`src/sv/lspd_pkg.sv`:
```
`timescale 1ns / 1ps
// Shared types, codes and reset values for the LED status pattern driver.
// No dependencies; the files that use it refer to it by scoped names.
package lspd_pkg;

  localparam int unsigned MAX_LEDS_DEF = 64;

  localparam int unsigned MODE_W  = 3;
  localparam int unsigned COLOR_W = 24;
  localparam int unsigned ENTRY_W = MODE_W + COLOR_W;
  localparam int unsigned WAIT_W  = 16;
  localparam int unsigned COUNT_W = 7;
  localparam int unsigned CFG_IDX_W = 3;

  // opcodes
  localparam logic [1:0] OP_SET     = 2'd0;
  localparam logic [1:0] OP_SET_ALL = 2'd1;
  localparam logic [1:0] OP_TICK    = 2'd2;
  localparam logic [1:0] OP_QUERY   = 2'd3;

  // LED modes; codes above MODE_FLICKER are stored but shown dark
  localparam logic [2:0] MODE_OFF     = 3'd0;
  localparam logic [2:0] MODE_ON      = 3'd1;
  localparam logic [2:0] MODE_BLINK   = 3'd2;
  localparam logic [2:0] MODE_FLASH   = 3'd3;
  localparam logic [2:0] MODE_FLICKER = 3'd4;

  localparam logic KIND_PIXEL = 1'b0;
  localparam logic KIND_QUERY = 1'b1;

  // configuration register indexes
  localparam logic [2:0] REG_LED_COUNT        = 3'd0;
  localparam logic [2:0] REG_BLINK_ON_WAIT    = 3'd1;
  localparam logic [2:0] REG_BLINK_OFF_WAIT   = 3'd2;
  localparam logic [2:0] REG_FLASH_ON_WAIT    = 3'd3;
  localparam logic [2:0] REG_FLASH_OFF_WAIT   = 3'd4;
  localparam logic [2:0] REG_FLICKER_ON_WAIT  = 3'd5;
  localparam logic [2:0] REG_FLICKER_OFF_WAIT = 3'd6;

  localparam logic [6:0]  LED_COUNT_RST        = 7'd64;
  localparam logic [15:0] BLINK_ON_WAIT_RST    = 16'd1000;
  localparam logic [15:0] BLINK_OFF_WAIT_RST   = 16'd1000;
  localparam logic [15:0] FLASH_ON_WAIT_RST    = 16'd1000;
  localparam logic [15:0] FLASH_OFF_WAIT_RST   = 16'd100;
  localparam logic [15:0] FLICKER_ON_WAIT_RST  = 16'd50;
  localparam logic [15:0] FLICKER_OFF_WAIT_RST = 16'd50;

  typedef struct packed {
    logic [1:0]  opcode;
    logic [7:0]  led_index;
    logic [2:0]  led_mode;
    logic [23:0] led_color;
  } lspd_in_t;

  typedef struct packed {
    logic        result_kind;
    logic [5:0]  pixel_index;
    logic [23:0] pixel_color;
    logic [2:0]  mode_read;
    logic        last_item;
  } lspd_out_t;

  // whether an LED in the given mode is lit under the current phases
  function automatic logic pixel_lit(input logic [2:0] mode, input logic blink,
                                     input logic flash, input logic flicker);
    logic lit;
    case (mode)
      MODE_ON:      lit = 1'b1;
      MODE_BLINK:   lit = blink;
      MODE_FLASH:   lit = flash;
      MODE_FLICKER: lit = flicker;
      default:      lit = 1'b0;
    endcase
    return lit;
  endfunction

endpackage

```
`src/sv/led_status_pattern_driver.sv`:
```
`timescale 1ns / 1ps
// LED status pattern driver: LED table sequencer, config registers, output stage.
// Depends on lspd_pkg, lspd_ram, lspd_phase_gen.
//
//  channel | signals                                   | handshake
//  --------+-------------------------------------------+------------------------------
//  command | start, busy, item_i                       | taken when start && !busy
//  result  | result_valid_o, result_o                  | one-cycle strobe, no stall
//  config  | cfg_valid_i, cfg_ready_o, cfg_index_i,    | written when valid && ready
//          | cfg_data_i                                |
//
// A set, set-all or tick walks the LEDs in use one entry per cycle, so busy stays
// high until the last entry leaves the read stage; pixels pass the result register,
// set and tick via the single RAM read port. A query holds busy during its read stage.
// After reset every table entry reads as off/zero through per-entry valid flops;
// no clearing pass is needed. Results cannot be stalled by the receiver.
// cfg_ready_o is low while a command is offered or in flight.
module led_status_pattern_driver #(
  parameter int unsigned MAX_LEDS = lspd_pkg::MAX_LEDS_DEF
) (
  input  logic                           clk_i,
  input  logic                           rst_ni,
  input  logic                           start,
  output logic                           busy,
  input  lspd_pkg::lspd_in_t             item_i,
  output logic                           result_valid_o,
  output lspd_pkg::lspd_out_t            result_o,
  input  logic                           cfg_valid_i,
  output logic                           cfg_ready_o,
  input  logic [lspd_pkg::CFG_IDX_W-1:0] cfg_index_i,
  input  logic [lspd_pkg::WAIT_W-1:0]    cfg_data_i
);

  localparam int unsigned AW = (MAX_LEDS > 1) ? $clog2(MAX_LEDS) : 1;

  typedef enum logic [2:0] {
    S_IDLE = 3'b001,
    S_READ = 3'b010,
    S_FILL = 3'b100
  } state_e;

  // config registers
  logic [lspd_pkg::COUNT_W-1:0] led_count_q;
  logic [lspd_pkg::WAIT_W-1:0]  blink_on_q, blink_off_q, flash_on_q, flash_off_q;
  logic [lspd_pkg::WAIT_W-1:0]  flicker_on_q, flicker_off_q;

  // registers change only between commands
  assign cfg_ready_o = !busy && !start;

  always_ff @(posedge clk_i or negedge rst_ni) begin
    if (!rst_ni) begin
      led_count_q   <= lspd_pkg::LED_COUNT_RST;
      blink_on_q    <= lspd_pkg::BLINK_ON_WAIT_RST;
      blink_off_q   <= lspd_pkg::BLINK_OFF_WAIT_RST;
      flash_on_q    <= lspd_pkg::FLASH_ON_WAIT_RST;
      flash_off_q   <= lspd_pkg::FLASH_OFF_WAIT_RST;
      flicker_on_q  <= lspd_pkg::FLICKER_ON_WAIT_RST;
      flicker_off_q <= lspd_pkg::FLICKER_OFF_WAIT_RST;
    end else if (cfg_valid_i && cfg_ready_o) begin
      unique case (cfg_index_i)
        lspd_pkg::REG_LED_COUNT:        led_count_q   <= cfg_data_i[lspd_pkg::COUNT_W-1:0];
        lspd_pkg::REG_BLINK_ON_WAIT:    blink_on_q    <= cfg_data_i;
        lspd_pkg::REG_BLINK_OFF_WAIT:   blink_off_q   <= cfg_data_i;
        lspd_pkg::REG_FLASH_ON_WAIT:    flash_on_q    <= cfg_data_i;
        lspd_pkg::REG_FLASH_OFF_WAIT:   flash_off_q   <= cfg_data_i;
        lspd_pkg::REG_FLICKER_ON_WAIT:  flicker_on_q  <= cfg_data_i;
        lspd_pkg::REG_FLICKER_OFF_WAIT: flicker_off_q <= cfg_data_i;
        default: ;
      endcase
    end
  end

  // LEDs in use, clamped to the table size
  logic [lspd_pkg::COUNT_W-1:0] cnt_n;
  assign cnt_n = (led_count_q > lspd_pkg::COUNT_W'(MAX_LEDS)) ?
                 lspd_pkg::COUNT_W'(MAX_LEDS) : led_count_q;

  logic accept, tick, idx_in;
  assign accept = start && !busy;
  assign tick   = accept && (item_i.opcode == lspd_pkg::OP_TICK);
  assign idx_in = {1'b0, item_i.led_index} < {2'b00, cnt_n};

  logic blink_ph, flash_ph, flicker_ph;

  lspd_phase_gen u_blink (
    .clk_i, .rst_ni, .tick_i(tick), .on_wait_i(blink_on_q), .off_wait_i(blink_off_q),
    .phase_o(blink_ph)
  );
  lspd_phase_gen u_flash (
    .clk_i, .rst_ni, .tick_i(tick), .on_wait_i(flash_on_q), .off_wait_i(flash_off_q),
    .phase_o(flash_ph)
  );
  lspd_phase_gen u_flicker (
    .clk_i, .rst_ni, .tick_i(tick), .on_wait_i(flicker_on_q),
    .off_wait_i(flicker_off_q), .phase_o(flicker_ph)
  );

  // sequencer
  state_e                       state_q, state_d;
  logic [AW-1:0]                ptr_q, ptr_d;
  lspd_pkg::lspd_in_t           item_q, item_d;
  logic                         ptr_last;

  logic                         ram_we, ram_re;
  logic [AW-1:0]                ram_waddr, ram_raddr;
  logic [lspd_pkg::ENTRY_W-1:0] ram_wdata, ram_rdata;
  logic [MAX_LEDS-1:0]          vld_q;

  // read stage
  logic       rd_vld_q, rd_vld_d;
  logic       rd_fwd_q, rd_fwd_d;
  logic       rd_kind_q, rd_kind_d;
  logic       rd_last_q, rd_last_d;
  logic       rd_inr_q, rd_inr_d;
  logic       rd_vbit_q, rd_vbit_d;
  logic [5:0] rd_pix_q, rd_pix_d;

  assign ptr_last = (lspd_pkg::COUNT_W'(ptr_q) + 1'b1) == cnt_n;

  always_comb begin
    state_d   = state_q;
    ptr_d     = ptr_q;
    item_d    = item_q;
    ram_we    = 1'b0;
    ram_waddr = ptr_q;
    ram_wdata = {item_q.led_mode, item_q.led_color};
    ram_re    = 1'b0;
    ram_raddr = ptr_q;
    rd_vld_d  = 1'b0;
    rd_fwd_d  = 1'b0;
    rd_kind_d = lspd_pkg::KIND_PIXEL;
    rd_last_d = ptr_last;
    rd_inr_d  = 1'b1;
    rd_pix_d  = 6'(ptr_q);
    unique case (state_q)
      S_IDLE: begin
        if (accept) begin
          item_d = item_i;
          ptr_d  = '0;
          unique case (item_i.opcode)
            lspd_pkg::OP_SET: begin
              if (idx_in) begin
                ram_we    = 1'b1;
                ram_waddr = item_i.led_index[AW-1:0];
                ram_wdata = {item_i.led_mode, item_i.led_color};
                state_d   = S_READ;
              end
            end
            lspd_pkg::OP_SET_ALL: begin
              if (cnt_n != '0) state_d = S_FILL;
            end
            lspd_pkg::OP_TICK: begin
              if (cnt_n != '0) state_d = S_READ;
            end
            lspd_pkg::OP_QUERY: begin
              ram_re    = 1'b1;
              ram_raddr = item_i.led_index[AW-1:0];
              rd_vld_d  = 1'b1;
              rd_kind_d = lspd_pkg::KIND_QUERY;
              rd_last_d = 1'b1;
              rd_inr_d  = idx_in;
              rd_pix_d  = item_i.led_index[5:0];
            end
            default: ;
          endcase
        end
      end
      S_READ: begin
        ram_re   = 1'b1;
        rd_vld_d = 1'b1;
        if (ptr_last) state_d = S_IDLE;
        else          ptr_d   = ptr_q + AW'(1);
      end
      S_FILL: begin
        // entry is written and its pixel forwarded from the latched word
        ram_we   = 1'b1;
        rd_vld_d = 1'b1;
        rd_fwd_d = 1'b1;
        if (ptr_last) state_d = S_IDLE;
        else          ptr_d   = ptr_q + AW'(1);
      end
      default: state_d = S_IDLE;
    endcase
  end

  assign rd_vbit_d = ram_re && rd_inr_d && vld_q[ram_raddr];
  assign busy      = (state_q != S_IDLE) || rd_vld_q;

  always_ff @(posedge clk_i or negedge rst_ni) begin
    if (!rst_ni) begin
      state_q  <= S_IDLE;
      ptr_q    <= '0;
      vld_q    <= '0;
      rd_vld_q <= 1'b0;
    end else begin
      state_q  <= state_d;
      ptr_q    <= ptr_d;
      rd_vld_q <= rd_vld_d;
      if (ram_we) vld_q[ram_waddr] <= 1'b1;
    end
  end

  always_ff @(posedge clk_i) begin
    item_q    <= item_d;
    rd_fwd_q  <= rd_fwd_d;
    rd_kind_q <= rd_kind_d;
    rd_last_q <= rd_last_d;
    rd_inr_q  <= rd_inr_d;
    rd_vbit_q <= rd_vbit_d;
    rd_pix_q  <= rd_pix_d;
  end

  lspd_ram #(
    .WIDTH(lspd_pkg::ENTRY_W),
    .DEPTH(MAX_LEDS)
  ) u_table (
    .clk_i,
    .we_i   (ram_we),
    .waddr_i(ram_waddr),
    .wdata_i(ram_wdata),
    .re_i   (ram_re),
    .raddr_i(ram_raddr),
    .rdata_o(ram_rdata)
  );

  // output stage
  logic [lspd_pkg::ENTRY_W-1:0] entry;
  logic [2:0]                   ent_mode;
  logic [23:0]                  ent_color;
  lspd_pkg::lspd_out_t          res_d, result_q;
  logic                         result_valid_q;

  always_comb begin
    if (rd_fwd_q)       entry = {item_q.led_mode, item_q.led_color};
    else if (rd_vbit_q) entry = ram_rdata;
    else                entry = '0;
    ent_mode  = entry[lspd_pkg::ENTRY_W-1 -: lspd_pkg::MODE_W];
    ent_color = entry[lspd_pkg::COLOR_W-1:0];

    res_d.result_kind = rd_kind_q;
    res_d.pixel_index = rd_pix_q;
    res_d.last_item   = rd_last_q;
    if (rd_kind_q == lspd_pkg::KIND_QUERY) begin
      res_d.pixel_color = rd_inr_q ? ent_color : '0;
      res_d.mode_read   = rd_inr_q ? ent_mode : lspd_pkg::MODE_OFF;
    end else begin
      res_d.pixel_color = lspd_pkg::pixel_lit(ent_mode, blink_ph, flash_ph, flicker_ph) ?
                          ent_color : '0;
      res_d.mode_read   = lspd_pkg::MODE_OFF;
    end
  end

  always_ff @(posedge clk_i or negedge rst_ni) begin
    if (!rst_ni) result_valid_q <= 1'b0;
    else         result_valid_q <= rd_vld_q;
  end

  always_ff @(posedge clk_i) begin
    if (rd_vld_q) result_q <= res_d;
  end

  assign result_valid_o = result_valid_q;
  assign result_o       = result_q;

  // assertions
  a_read_emits: assert property (@(posedge clk_i) disable iff (!rst_ni)
    rd_vld_q |=> result_valid_o)
    else $error("read stage word did not reach the result port");

  a_last_pixel_pos: assert property (@(posedge clk_i) disable iff (!rst_ni)
    (result_valid_o && result_o.result_kind == lspd_pkg::KIND_PIXEL && result_o.last_item)
      |-> (result_o.pixel_index == 6'(cnt_n - 1'b1)))
    else $error("frame ended at the wrong LED");

  a_query_answer: assert property (@(posedge clk_i) disable iff (!rst_ni)
    (accept && item_i.opcode == lspd_pkg::OP_QUERY)
      |=> ##1 (result_valid_o && result_o.result_kind == lspd_pkg::KIND_QUERY))
    else $error("query answer missing two cycles after accept");

endmodule

```
`src/sv/lspd_ram.sv`:
```
`timescale 1ns / 1ps
// Generic simple dual-port RAM: one write port, one registered read port.
// No dependencies.
module lspd_ram #(
  parameter int unsigned WIDTH = 8,
  parameter int unsigned DEPTH = 64,
  localparam int unsigned AW = (DEPTH > 1) ? $clog2(DEPTH) : 1
) (
  input  logic             clk_i,
  input  logic             we_i,
  input  logic [AW-1:0]    waddr_i,
  input  logic [WIDTH-1:0] wdata_i,
  input  logic             re_i,
  input  logic [AW-1:0]    raddr_i,
  output logic [WIDTH-1:0] rdata_o
);

  logic [WIDTH-1:0] mem_q [DEPTH];
  logic [WIDTH-1:0] rdata_q;

  always_ff @(posedge clk_i) begin
    if (we_i) begin
      mem_q[waddr_i] <= wdata_i;
    end
    if (re_i) begin
      rdata_q <= mem_q[raddr_i];
    end
  end

  assign rdata_o = rdata_q;

endmodule

```
`src/sv/lspd_phase_gen.sv`:
```
`timescale 1ns / 1ps
// One on/off phase generator driven by millisecond ticks, saturating count.
// Depends on lspd_pkg.
module lspd_phase_gen (
  input  logic                        clk_i,
  input  logic                        rst_ni,
  input  logic                        tick_i,
  input  logic [lspd_pkg::WAIT_W-1:0] on_wait_i,
  input  logic [lspd_pkg::WAIT_W-1:0] off_wait_i,
  output logic                        phase_o
);

  logic                        phase_q, phase_d;
  logic [lspd_pkg::WAIT_W-1:0] elapsed_q, elapsed_d;
  logic [lspd_pkg::WAIT_W-1:0] elapsed_inc;

  always_comb begin
    elapsed_inc = (&elapsed_q) ? elapsed_q : elapsed_q + 1'b1;
    phase_d     = phase_q;
    elapsed_d   = elapsed_q;
    if (tick_i) begin
      elapsed_d = elapsed_inc;
      if (!phase_q && elapsed_inc >= on_wait_i) begin
        phase_d   = 1'b1;
        elapsed_d = '0;
      end else if (phase_q && elapsed_inc >= off_wait_i) begin
        phase_d   = 1'b0;
        elapsed_d = '0;
      end
    end
  end

  always_ff @(posedge clk_i or negedge rst_ni) begin
    if (!rst_ni) begin
      phase_q   <= 1'b0;
      elapsed_q <= '0;
    end else begin
      phase_q   <= phase_d;
      elapsed_q <= elapsed_d;
    end
  end

  assign phase_o = phase_q;

endmodule
```
`config.mk`:
```
export PLATFORM = sky130hd
export DESIGN_NAME = led_status_pattern_driver
export DESIGN_NICKNAME = d
export VERILOG_FILES = /design/src/sv/lspd_pkg.sv /design/src/sv/led_status_pattern_driver.sv /design/src/sv/lspd_ram.sv /design/src/sv/lspd_phase_gen.sv
export SDC_FILE = /design/constraint.sdc
export NUM_CORES = 2
export LEC_CHECK = 0
export ABC_AREA = 1
export BUFFER_PORTS_ARGS = -buffer_cell sky130_fd_sc_hd__buf_2
export CAP_MARGIN = 15
export CORE_UTILIZATION = 45
export DETAILED_ROUTE_END_ITERATION = 8
export GPL_ROUTABILITY_DRIVEN = 0
export GPL_TIMING_DRIVEN = 1
export SLEW_MARGIN = 20
export SYNTH_ARGS = -nofsm -noshare
export SYNTH_HDL_FRONTEND = slang
export SYNTH_SLANG_ARGS = --single-unit
```
`constraint.sdc`:
```
create_clock -name clk_i -period 7.1 [get_ports clk_i]
set_input_delay 0.71 -clock clk_i [delete_from_list [all_inputs] [get_ports clk_i]]
set_output_delay 0.71 -clock clk_i [all_outputs]
set_load 0.03 [all_outputs]
```
# == Yosys cells after proc, flatten, opt, wreduce, memory -nomap -nowiden ==
# Memories as Yosys holds them, arrays and structs flattened. A register that Yosys moved wholly into a read port is not among the register bits.
# Cells that the tools add are included.
# totals
mem_bits_rw,1728
in_bits,60
regBits,302
output_inout_bits,38
memories,1
elab_cells,184
# memory_table
memory,words,width,read_ports,rd_clocked_by_memory_dff,write_ports,line,text
u_table.mem_q,64,27,1,1,1,lspd_ram.sv:18,logic [WIDTH-1:0] mem_q [DEPTH];
# op_classes
mux,66
n_eq_ne,25
n_addsub,5
n_reduce_logical,44
bitwise_logic,1
n_lt_le_gt_ge,11
# ops
op,count
27-bit two-way mux,7
16-bit two-way mux,9
16-bit >= comparator,6
64-bit OR,1
6-bit two-way mux,9
"16-bit by 1-bit adder with 16-bit output, second input constant",3
24-bit two-way mux,2
16-bit AND reduction,3
2-bit AND reduction,12
1-bit two-way mux,23
3-bit two-way mux,6
"3-bit by 2-bit equality test with 1-bit output, second input constant",5
"3-bit equality test, second input constant",5
"6-bit by 7-bit < comparator with 1-bit output, second input constant",2
1-bit logical AND,13
6-bit case mux with 2 select lines,1
"3-bit by 1-bit equality test with 1-bit output, second input constant",3
"3-bit != test, second input constant",3
3-bit case mux with 3 select lines,1
8-bit by 7-bit < comparator with 1-bit output,1
2-bit nonzero test,4
"6-bit by 1-bit adder with 7-bit output, second input constant",1
7-bit equality test,1
"7-bit > comparator, second input constant",1
other kinds (22),30

# == Depth between registers and ports, before layout ==
# logic_depth
ltp_word,12
depth_mapped,23

# == Cells and area by module ==
# From an unflattened synthesis, not the netlist that was laid out.
# hier_totals
hier_cells,7979
hier_area_um2,88225.9
# modules_own_cells
mod,cells_each,instances,area_each_um2
lspd_ram,5868,1,71128.2
led_status_pattern_driver,1212,1,10993.0
lspd_phase_gen (u_blink ...),300,2,2035.7
lspd_phase_gen (u_flicker),299,1,2033.2

# == Least setup slack after synthesis ==
# Ideal clock, no wire load.
# synth_timing
path_type,in2reg
startpoint,input port item_i[32] in the netlist's numbering
endpoint,memory u_table.mem_q[0][10] in the netlist's numbering (data pin)
n_path_buf,2
path_slack_ns,3.655
stages,10
arrival_time_ns,3.090
path_cell_list,ha_1 > a21oi_1 > nor2_1 > nor3_2 > nand3_4 > inv_2 > buf_2 > clkbuf_1 > nand2_1 > nand2_1
# synth_between
elab_chain_len,5
# synth_lines
element,line,text
start: declaration,led_status_pattern_driver.sv:25,"input lspd_pkg::lspd_in_t item_i,"
8-bit by 7-bit < comparator with 1-bit output,led_status_pattern_driver.sv:81,"assign idx_in = {1'b0, item_i.led_index} < {2'b00, cnt_n};"
27-bit two-way mux,led_status_pattern_driver.sv:142,if (idx_in) begin
27-bit two-way mux,led_status_pattern_driver.sv:140,unique case (item_i.opcode)
27-bit two-way mux,led_status_pattern_driver.sv:137,if (accept) begin
27-bit two-way mux,led_status_pattern_driver.sv:135,unique case (state_q)
"via ram_wdata, one bit",led_status_pattern_driver.sv:106,"logic [lspd_pkg::ENTRY_W-1:0] ram_wdata, ram_rdata;"
end: declaration,lspd_ram.sv:18,
# The timed path passes the listed nets, and every way through them passes these cells.

# == Final worst setup path ==
# layout_timing
startpoint,register led_count_q[6] in the netlist's numbering
endpoint,"memory u_table.mem_q[39][17] in the netlist's numbering, enable pin"
# layout_between
elab_chain_len,9
# layout_lines
element,line,text
start: declaration,led_status_pattern_driver.sv:43,logic [lspd_pkg::COUNT_W-1:0] led_count_q;
start signal: assignment,led_status_pattern_driver.sv:52,led_count_q <= lspd_pkg::LED_COUNT_RST;
start signal: assignment,led_status_pattern_driver.sv:61,lspd_pkg::REG_LED_COUNT: led_count_q <= cfg_data_i[lspd_pkg::COUNT_W-1:0];
7-bit > comparator,led_status_pattern_driver.sv:75,assign cnt_n = (led_count_q > lspd_pkg::COUNT_W'(MAX_LEDS)) ?
7-bit two-way mux (*),led_status_pattern_driver.sv:75,
8-bit by 7-bit < comparator with 1-bit output (*),led_status_pattern_driver.sv:81,
1-bit two-way mux,led_status_pattern_driver.sv:142,
1-bit two-way mux,led_status_pattern_driver.sv:140,
1-bit two-way mux,led_status_pattern_driver.sv:137,
1-bit case mux with 2 select lines,led_status_pattern_driver.sv:135,
1-bit two-way mux,lspd_ram.sv:22,if (we_i) begin
1-bit two-way mux (implied by the code),lspd_ram.sv:23,mem_q[waddr_i] <= wdata_i;
# Every way passes the cells marked *; elsewhere a longest branch is shown, timed or not.

==> impl_results.rst <==
.. list-table::
   :header-rows: 1

   * - Metric
     - Value
   * - Final hold slack
     - 0.0477 ns
   * - Switching power of the nets
     - 0.0140 W
   * - Largest net degree at the start of global routing
     - 234
   * - Register clock-pin slew on the reported worst setup and hold paths
     - 0.06 ns
   * - Drt first-iter violations
     - about 6,600
   * - R2R setup slack
     - roughly 2.4 ns
   * - Horizontal extent of the die
     - between 400 and 500 um
   * - Most used DFF post-synth
     - sky130_fd_sc_hd__edfxtp_1
   * - Clock tree from TritonCTS
     - yes
   * - Part of the cycle the worst path needs
     - about 66%
   * - R2r worst-path depth
     - 13
   * - Fraction of the yosys area taken by sequential cells
     - about 70%
   * - Start point of the worst min-delay path
     - item_i[18]
   * - Share of cells above drive strength 1
     - 8.14%
   * - Required time at the endpoint of the critical path
     - ~7.7 ns
   * - Number of enable flip-flop cells after synthesis
     - 1,817
   * - Maximum vdd ir drop
     - just under 600 uV
   * - Clk network pwr share
     - 28.6%
   * - Peak clock frequency supported by timing
     - around 0.21 GHz
   * - Number of distinct library cells after synthesis
     - between 40 and 50
   * - Drt drc
     - 0
   * - Maximum clock insertion buffer count
     - 3
   * - Clock insertion delay at the later pin of the skew report
     - 0.88 ns
   * - Unrepaired setup endpoints after global routing
     - false
   * - Post-synthesis cell count
     - ~7,600
   * - Post-synthesis instance area
     - 0.0881 mm^2
   * - Worst-case setup slack after placement
     - 2.39 ns
   * - CTS Sinks
     - between 2,000 and 2,500
   * - Most frequent standard cell in the layout excluding fill and tap cells
     - sky130_fd_sc_hd__edfxtp_1
   * - Layout Utilization
     - 50.3%
   * - Number of global-route vias before repair
     - about 54,000
   * - Area of the die
     - a little under 0.2 mm^2
   * - Number of register bits inferred by synthesis
     - 2,057
   * - Post-route antenna net violation count
     - 0
   * - Combinational power share
     - 32.1%
   * - Cell Rows
     - about 160
   * - Least-Margin Pin Slew
     - 1.14 ns
   * - Portion of total power attributed to sequential cells
     - about 40%
   * - Final std cell area, no fill
     - 0.0979 mm^2
   * - Clock skew
     - approximately 0.046 ns
   * - Initial antenna violation count
     - 7
   * - I/O pin count
     - between 90 and 100
   * - Worst R2R End
     - u_table.mem_q[39][17]
   * - Final count of hold timing violations
     - 0
   * - Class of the worst hold path
     - input port to register
   * - Effective utilization at floorplan
     - 45.3%
   * - Yosys synthesis warning count
     - 0
   * - Count of pins over their slew limit
     - 0
   * - Element type at the critical path end
     - register
   * - Internal Power
     - around 0.024 W
   * - Largest fanout of any net on the critical path
     - 43
   * - Worst slew margin relative to its limit
     - between 20% and 30%
   * - Avg Synthesized Cell Area
     - about 12 um^2
   * - Number of levels the H-tree was split into
     - 4
   * - Post-detailed-route via-to-cell ratio
     - 5.56
   * - Count of vias placed by the detailed router
     - between 50,000 and 60,000
   * - Critical path arrival
     - 5.28 ns
   * - Status
     - finished clean
   * - Proportion of synthesized flip-flops having asynchronous set or reset
     - between 10% and 20%
   * - Number of violations of the max-capacitance limit
     - 0
   * - Total of endpoints with negative setup slack in the final report
     - 0
   * - Synthesized Nets
     - ~8,000
   * - Leakage
     - 38.1 nW
   * - Last element of the critical path
     - u_table.mem_q[39][17]
   * - Detailed-routing iteration count for the pre-antenna-repair pass
     - 8
   * - Vertical die dimension
     - 444 um
   * - Global-route total usage across every layer
     - roughly 24%
   * - CTS root buffer
     - sky130_fd_sc_hd__clkbuf_16
   * - Area of the core region
     - between 0.15 and 0.2 mm^2
   * - Post-place instance area
     - 0.0910 mm^2
   * - Layout overhead on the synthesized area
     - 11.1%
   * - Input/output buffers
     - 97
   * - Post-CTS Setup Repair Bufs
     - 0
   * - Setup CP Type
     - register to register
   * - Final routed wirelength across all metal layers
     - about 240,000 um
   * - Number of buffers added by the clock tree synthesis step
     - 210
   * - Minimum clock period after layout
     - 4.72 ns
   * - Wire per inst
     - around 23 um
   * - Post-layout worst setup margin
     - 2.38 ns
   * - Highest-count cells in the layout ignoring fill and taps
     - sky130_fd_sc_hd__edfxtp_1, sky130_fd_sc_hd__nand2_1, sky130_fd_sc_hd__inv_1
   * - Final layout net count
     - around 8,000
   * - Detail Placement HPWL
     - roughly 140,000 um
   * - Beginning of the worst register-to-register path
     - led_count_q[6]
   * - Power density cells
     - approximately 390 mW/mm^2
   * - Residual overflow from global routing
     - 0
   * - Kind of launch point of the worst setup path
     - register
   * - First-pass GRT wire length
     - 356,000 um
   * - Depth of the worst hold-timing path
     - 1
   * - Setup Total Neg Slack
     - 0 ns
   * - Net Sw Frac
     - between 30% and 40%
   * - Timing startpoint of the critical path
     - led_count_q[6]
-- power groups by stage --
stage               Combinational, W  Sequential, W  Clock, W
floorplan                    0.00857         0.0153         0
global route                  0.0135         0.0151    0.0115
finish                        0.0122         0.0150    0.0109
detailed placement            0.0121         0.0153         0
CTS                           0.0122         0.0150    0.0111
global placement              0.0119         0.0153         0
-- layer usage --
| metal | vias up | part of all wire (%) | global-route usage [%] |
|---|---|---|---|
| met1 | 28400 | 42 | 33.6 |
| li1 | 26700 | - | - |
| met4 | 0 | 4.0 | 9.62 |
| met3 | 374 | 7.3 | 3.40 |
| met2 | 2065 | 46 | 38.6 |
| met5 | - | 0 | 0 |
-- synth_stat cells (11+ instances only) --
| cell | number | area [um^2] |
|---|---|---|
| sky130_fd_sc_hd__nand2_1 | 1373 | 5150 |
| sky130_fd_sc_hd__nand3_1 | 891 | 4460 |
| sky130_fd_sc_hd__inv_1 | 1110 | 4170 |
| sky130_fd_sc_hd__a21oi_1 | 122 | 611 |
| sky130_fd_sc_hd__o21ai_0 | 375 | 1880 |
| sky130_fd_sc_hd__buf_4 | 32 | 240 |
| sky130_fd_sc_hd__buf_2 | 196 | 981 |
| sky130_fd_sc_hd__ha_1 | 106 | 1330 |
| sky130_fd_sc_hd__dfstp_2 | 29 | 762 |
| sky130_fd_sc_hd__a22oi_1 | 25 | 188 |
| sky130_fd_sc_hd__o211ai_1 | 737 | 5530 |
| sky130_fd_sc_hd__nor2_2 | 18 | 113 |
| sky130_fd_sc_hd__dfxtp_1 | 11 | 220 |
| sky130_fd_sc_hd__nand4_1 | 23 | 144 |
| sky130_fd_sc_hd__edfxtp_1 | 1817 | 54600 |
| sky130_fd_sc_hd__nor3_1 | 26 | 130 |
| sky130_fd_sc_hd__clkbuf_1 | 158 | 593 |
| sky130_fd_sc_hd__dfrtp_1 | 200 | 5000 |
| sky130_fd_sc_hd__nor2_1 | 178 | 668 |
| sky130_fd_sc_hd__o21ai_1 | 54 | 270 |
| sky130_fd_sc_hd__buf_1 | 33 | 124 |
| sky130_fd_sc_hd__buf_6 | 18 | 203 |
| sky130_fd_sc_hd__xor2_1 | 32 | 280 |
-- repair_timing --
item                      CTS  global route
hold buffers                9             0
hold endpoints to repair  102             0
resized for setup           0             0
-- worst max-delay path: stages, from the launching register on --
cell	delay, ns
sky130_fd_sc_hd__dfstp_2	0.57
sky130_fd_sc_hd__inv_2	0.09
sky130_fd_sc_hd__nand2_1	0.16
sky130_fd_sc_hd__ha_1	0.28
sky130_fd_sc_hd__a21oi_1	0.14
sky130_fd_sc_hd__nor2_1	0.07
sky130_fd_sc_hd__nor3_2	0.43
sky130_fd_sc_hd__nand3_4	0.63
sky130_fd_sc_hd__o21ai_4	0.51
sky130_fd_sc_hd__nand2_1	0.15
sky130_fd_sc_hd__nor2_2	0.33
sky130_fd_sc_hd__nand2_1	0.13
sky130_fd_sc_hd__inv_1	0.56
sky130_fd_sc_hd__buf_4	0.33
-- worst min path at each step --
| stage | end | slack, ns |
|---|---|---|
| final | item_q[18] | 0.05 |
| after global placement | result_o[31] | 0.39 |
| after floorplan | result_o[0] | 0.39 |
| after detailed placement | result_o[33] | 0.39 |
| after global routing | item_q[18] | 0.04 |
| after CTS | item_q[18] | 0.0009 |
-- registers in the layout, summed over array words and instances, names as in the netlist, 3 cells and up --
| name | flops |
|---|---|
| u_table.mem_q | 1728 |
| vld_q | 64 |
| result_o | 35 |
| item_q | 27 |
| u_table.rdata_o | 27 |
| blink_off_q | 16 |
| blink_on_q | 16 |
| flash_off_q | 16 |
| flash_on_q | 16 |
| flicker_off_q | 16 |
| flicker_on_q | 16 |
| u_blink.elapsed_q | 16 |
| u_flash.elapsed_q | 16 |
| u_flicker.elapsed_q | 16 |
| led_count_q | 7 |
| ptr_q | 6 |
| rd_pix_q | 6 |
| state_q | 3 |
-- stage by stage --
step                      instances  power [W]
after global routing          10400     0.0401
final                         10400     0.0382
after CTS                     10400     0.0383
after floorplan                7621     0.0238
after global placement         9958     0.0272
after detailed placement       9958     0.0274
-- logic make-up (layout without fill, tap and decap cells) --
kind of cell             after synthesis  count (layout)  synth area share [%]
flip-flops                          2057            2057                  68.8
XOR/XNOR                              39              39                 0.388
multiplexers                           1               1                0.0114
AND/OR/NAND/NOR                     2527            2527                  12.3
buffers and inverters               1559            1754                  7.25
AO/OA/AOI/OAI                       1332            1332                  9.79
other                                  0               4                     0
adder cells (fa/ha/maj)              106             106                  1.51
-- final cells by class --
type,instances,area (um^2)
Fill cell,16900,96700
Sequential cell,2057,60600
Multi-Input combinational cell,4005,21300
Clock buffer,282,5720
Inverter,1120,4220
Tap cell,2542,3180
Timing Repair Buffer,243,1850
Clock inverter,109,1060
Antenna cell,4,10.0
(Power assumes the default switching activity.)
